<file path="src/rtl/chip8_ram.sv">
// Generic single-write, single-read RAM with a registered read port.
module chip8_ram #(
    parameter int WIDTH = 8,
    parameter int DEPTH = 256
) (
    input  logic                                  clk,
    input  logic                                  we,
    input  logic [((DEPTH > 1) ? $clog2(DEPTH) : 1)-1:0] waddr,
    input  logic [WIDTH-1:0]                      wdata,
    input  logic [((DEPTH > 1) ? $clog2(DEPTH) : 1)-1:0] raddr,
    output logic [WIDTH-1:0]                      rdata
);

    logic [WIDTH-1:0] mem [DEPTH];

    always_ff @(posedge clk)
    begin
        if (we)
        begin
            mem[waddr] <= wdata;
        end
        rdata <= mem[raddr];
    end

endmodule

</file>
<file path="config.mk">
export PLATFORM = sky130hd
export DESIGN_NAME = chip8_ram
export DESIGN_NICKNAME = d
export VERILOG_FILES = /design/src/rtl/chip8_ram.sv
export SDC_FILE = /design/constraint.sdc
export NUM_CORES = 2
export LEC_CHECK = 0
export ABC_CLOCK_PERIOD_IN_PS = 2980
export BUFFER_PORTS_ARGS = -buffer_cell sky130_fd_sc_hd__buf_2
export CORE_MARGIN = 1.5
export CORE_UTILIZATION = 35
export DETAILED_ROUTE_END_ITERATION = 8
export PLACE_DENSITY = 0.52
export SYNTH_ARGS = -nofsm -noshare
export SYNTH_HDL_FRONTEND = slang
export SYNTH_SLANG_ARGS = --single-unit
</file>
<file path="constraint.sdc">
create_clock -name clk -period 2.98 [get_ports clk]
set_input_delay 0.596 -clock clk [delete_from_list [all_inputs] [get_ports clk]]
set_output_delay 0.596 -clock clk [all_outputs]
set_load 0.02 [all_outputs]
</file>
==> metrics.md <==
| Metric | Value |
|---|---|
| Logic pwr share | `under 10%` |
| Final critical-path share of the clock period | `93.3%` |
| Root buf cell | `clkbuf_16` |
| Peak Freq | `roughly 0.36 GHz` |
| Die H | `480 um` |
| Slowest CP cell | `nor4_2` |
| Register share of total power | `between 50% and 60%` |
| Area contributors post-synth | `edfxtp_1, mux4_2, mux2i_1, nor2_1, a22oi_1` |
| Final Wtd Congestion | `0.829` |
| Mapped Nets | `between 3000 and 4000` |
| Pwr per Cell Area | `641 nW/um2` |
| Hold_buf cts | `0` |
| Post-synth EDFFs | `a little over 2000` |
| Clk sinks | `2056` |
| Antenna violation net count after detailed routing | `0` |
| Placed cells | `7154` |
| Slew Limit Fails | `0` |
| Area Overhead vs Synth | `19.0%` |
| Largest net degree at the start of global routing | `roughly 110` |
| Slew HR | `34.0%` |
| Clk slew on worst S/H paths | `approximately 0.060 ns` |
| Post-cts resize count | `1` |
| RSZ-0062 raised after global routing | `false` |
| CP Cell Sequence | `buf_8 > buf_12 > buf_4 > buf_12 > mux2i_1 > o22ai_1 > o21ai_0 > nand3_1 > nor4_2 > buf_4 > nor4_1` |
| Sw frac | `a little over a fifth` |
| Total grt overflow | `0` |
| Cells after Synth | `between 3000 and 4000` |
| Slew @ Worst Pin | `~1 ns` |
| Core Area | `~230000 um2` |
| WL met3 | `12.8 mm` |
| Fin crit period | `2.78 ns` |
| Tot Pwr | `between 60 and 70 mW` |
| R2R Setup Slk | `~0.23 ns` |
| CP endpoint kind | `flop` |
| Sequential element share of the synthesized area | `roughly 78%` |
| Max Buffers Root-to-Sink | `3` |
| Metal2 WL | `about 100 mm` |
| Main flop type after synthesis | `edfxtp_1` |
| Number of global-route vias before repair | `about 40000` |
| Total track usage | `between 10% and 20%` |
| Cell taking the most area after synthesis | `edfxtp_1` |
| Worst VDD drop | `between 0.5 and 0.6 mV` |
| Critical Path RT | `about 3.7 ns` |
| DR WL/cell | `28.2 um` |
| Post-DP HPWL | `~140 mm` |
| Critical-path maximum fanout | `19` |
| Cell with the most instances after synthesis | `edfxtp_1` |
| Synth warn | `0` |
| Port Buf Inserts | `33` |
| Synth cell types | `55` |
| Initial antenna violation count | `17` |
| Crit Path Category | `input pin to flop` |
| # H-tree levels | `4` |
| CP top delay family | `buffers and inverters` |
| CP Launch Type | `input pin` |
| DRC Markers | `0` |
| Psw | `between 10 and 15 mW` |
| CTS tree | `built` |
| Final Non-Filler Cells | `7544` |
| Routed wire length | `213 mm` |
| Worst-Skew Late Latency | `roughly 0.86 ns` |
| Synth top area share | `approximately 77%` |
| Total Nets Final | `between 4000 and 5000` |
| Final setup viols | `0` |
| First-pass GRT wire length | `roughly 310 mm` |
| Top cells by count, synth | `edfxtp_1, mux4_2, nor2_1` |
| Crit path arrival time | `between 3 and 4 ns` |
| IO Pins | `34` |
| #FFs+latches synth | `between 2000 and 2500` |
| Clk_skew | `0.0510 ns` |
| Clock power frac | `41.9%` |
| Status | `finished clean` |
| CTS buffer count | `approximately 210` |
| Ys async rst share | `0%` |
| Max incr delay on CP | `around 0.80 ns` |
| Pleak | `~30 nW` |
| Syn avg cell area | `roughly 21 um2` |
| Routed via count | `approximately 40000` |
| Internal | `between 40 and 50 mW` |
| Setup TNS | `0 ns` |
| Met1 WL | `approximately 93 mm` |
| Die W | `~480 um` |
| Initial DRC count | `approximately 4100` |
| Die Area | `230000 um2` |
| Worst hold path class | `input pin to flop` |
| Top layer in use | `met5` |
| CP bufs+invs | `5` |
| Max Cap Viol | `0` |
| Post-CTS Setup Bufs | `0` |
| Vias/cell | `~5.3` |
| Initial Utilization | `35.3%` |
| # rows | `roughly 170` |
| Final Hold Viols | `0` |
| Drt pass-1 iters | `6` |
| Syn Std Cell Area | `roughly 80000 um2` |
| Layout cells sized above 1 | `about a third` |
==> power by group through the flow <==
stage / registers, mW / clock network [mW] / logic, mW
final: 31.9 / 25.5 / 3.34
after floorplan: 32.5 / 0 / 1.55
after CTS: 31.9 / 26.0 / 3.40
after detailed placement: 32.6 / 0 / 3.40
after global routing: 31.9 / 27.2 / 3.55
after global placement: 32.6 / 0 / 3.38
==> flip-flops by register name, summed over array words and instances, names as in the netlist <==
signal / flops
rdata: 8
mem: 2048
==> worst reg2reg max path, stage by stage, from the launching register on <==
cell      delay [ns]
edfxtp_1        0.36
mux4_2          0.49
a22o_1          0.31
a221oi_1        0.32
buf_4           0.19
o32ai_1         0.08
nor3_1          0.57
buf_4           0.23
nor4_1          0.05
==> logic make-up (layout without fill, tap and decap cells) <==
group | after synthesis | in the layout | synth area share (%)
flops | 2056 | 2056 | 77.5
mux | 591 | 591 | 14.6
compound gates | 385 | 385 | 3.42
simple gates | 466 | 466 | 2.63
buf+inv | 235 | 1050 | 1.83
other cells | 0 | 4 | 0
==> layout by cell type (no fill, tap or decap), drive strengths merged, types with 12 or more instances in the layout <==
| master | n |
|---|---|
| o21ai | 12 |
| clkinv | 104 |
| a211oi | 16 |
| buf | 662 |
| edfxtp | 2048 |
| nor3 | 22 |
| nor2b | 31 |
| nor2 | 282 |
| mux2i | 134 |
| bufinv | 13 |
| o221ai | 47 |
| a21oi | 96 |
| o22ai | 28 |
| nor4 | 27 |
| clkbuf | 253 |
| nand2 | 33 |
| a221oi | 14 |
| nand3 | 34 |
| mux4 | 456 |
| a22oi | 133 |
==> through the flow <==
stage | area [um2] | utilization, % | hold slack, ns | setup slack, ns
5_1_grt | 94700 | 42.0 | 0.0275 | 0.105
2_1_floorplan | 79600 | - | 0.695 | 0.446
6_report | 94700 | 42.0 | 0.0632 | 0.199
4_1_cts | 94700 | 42.0 | 0.0193 | 0.228
3_3_place_gp | 88000 | 39.1 | 0.921 | -1.05
3_5_place_dp | 88000 | 39.1 | 0.913 | -0.964
==> cell type report <==
cell class / count / area, um2
clock buffers: 253 / 5440
clock inverters: 133 / 1210
diodes: 4 / 10.0
inverters: 2 / 7.51
repair buffers: 662 / 6110
fillers: 19700 / 131000
well taps: 2992 / 3740
multi-input cells: 1442 / 16500
flip-flops and latches: 2056 / 61700
==> worst paths after layout <==
kind	start	end	cells after the start
worst max register to register	mem[211][5]$_DFFE_PP_	rdata[5]$_DFF_P_	8
worst min register to register	mem[40][3]$_DFFE_PP_	rdata[3]$_DFF_P_	7
worst max-delay path	raddr[0]	rdata[1]$_DFF_P_	11
worst min-delay path	wdata[3]	mem[202][3]$_DFFE_PP_	1
==> per-layer routing <==
layer,track usage [%],vias to the layer above
li1,-,17000
met4,4.53,4
met1,26.1,21400
met5,0,-
met3,3.20,286
met2,29.9,1248
Note: power is estimated with default switching activity, not from simulation.
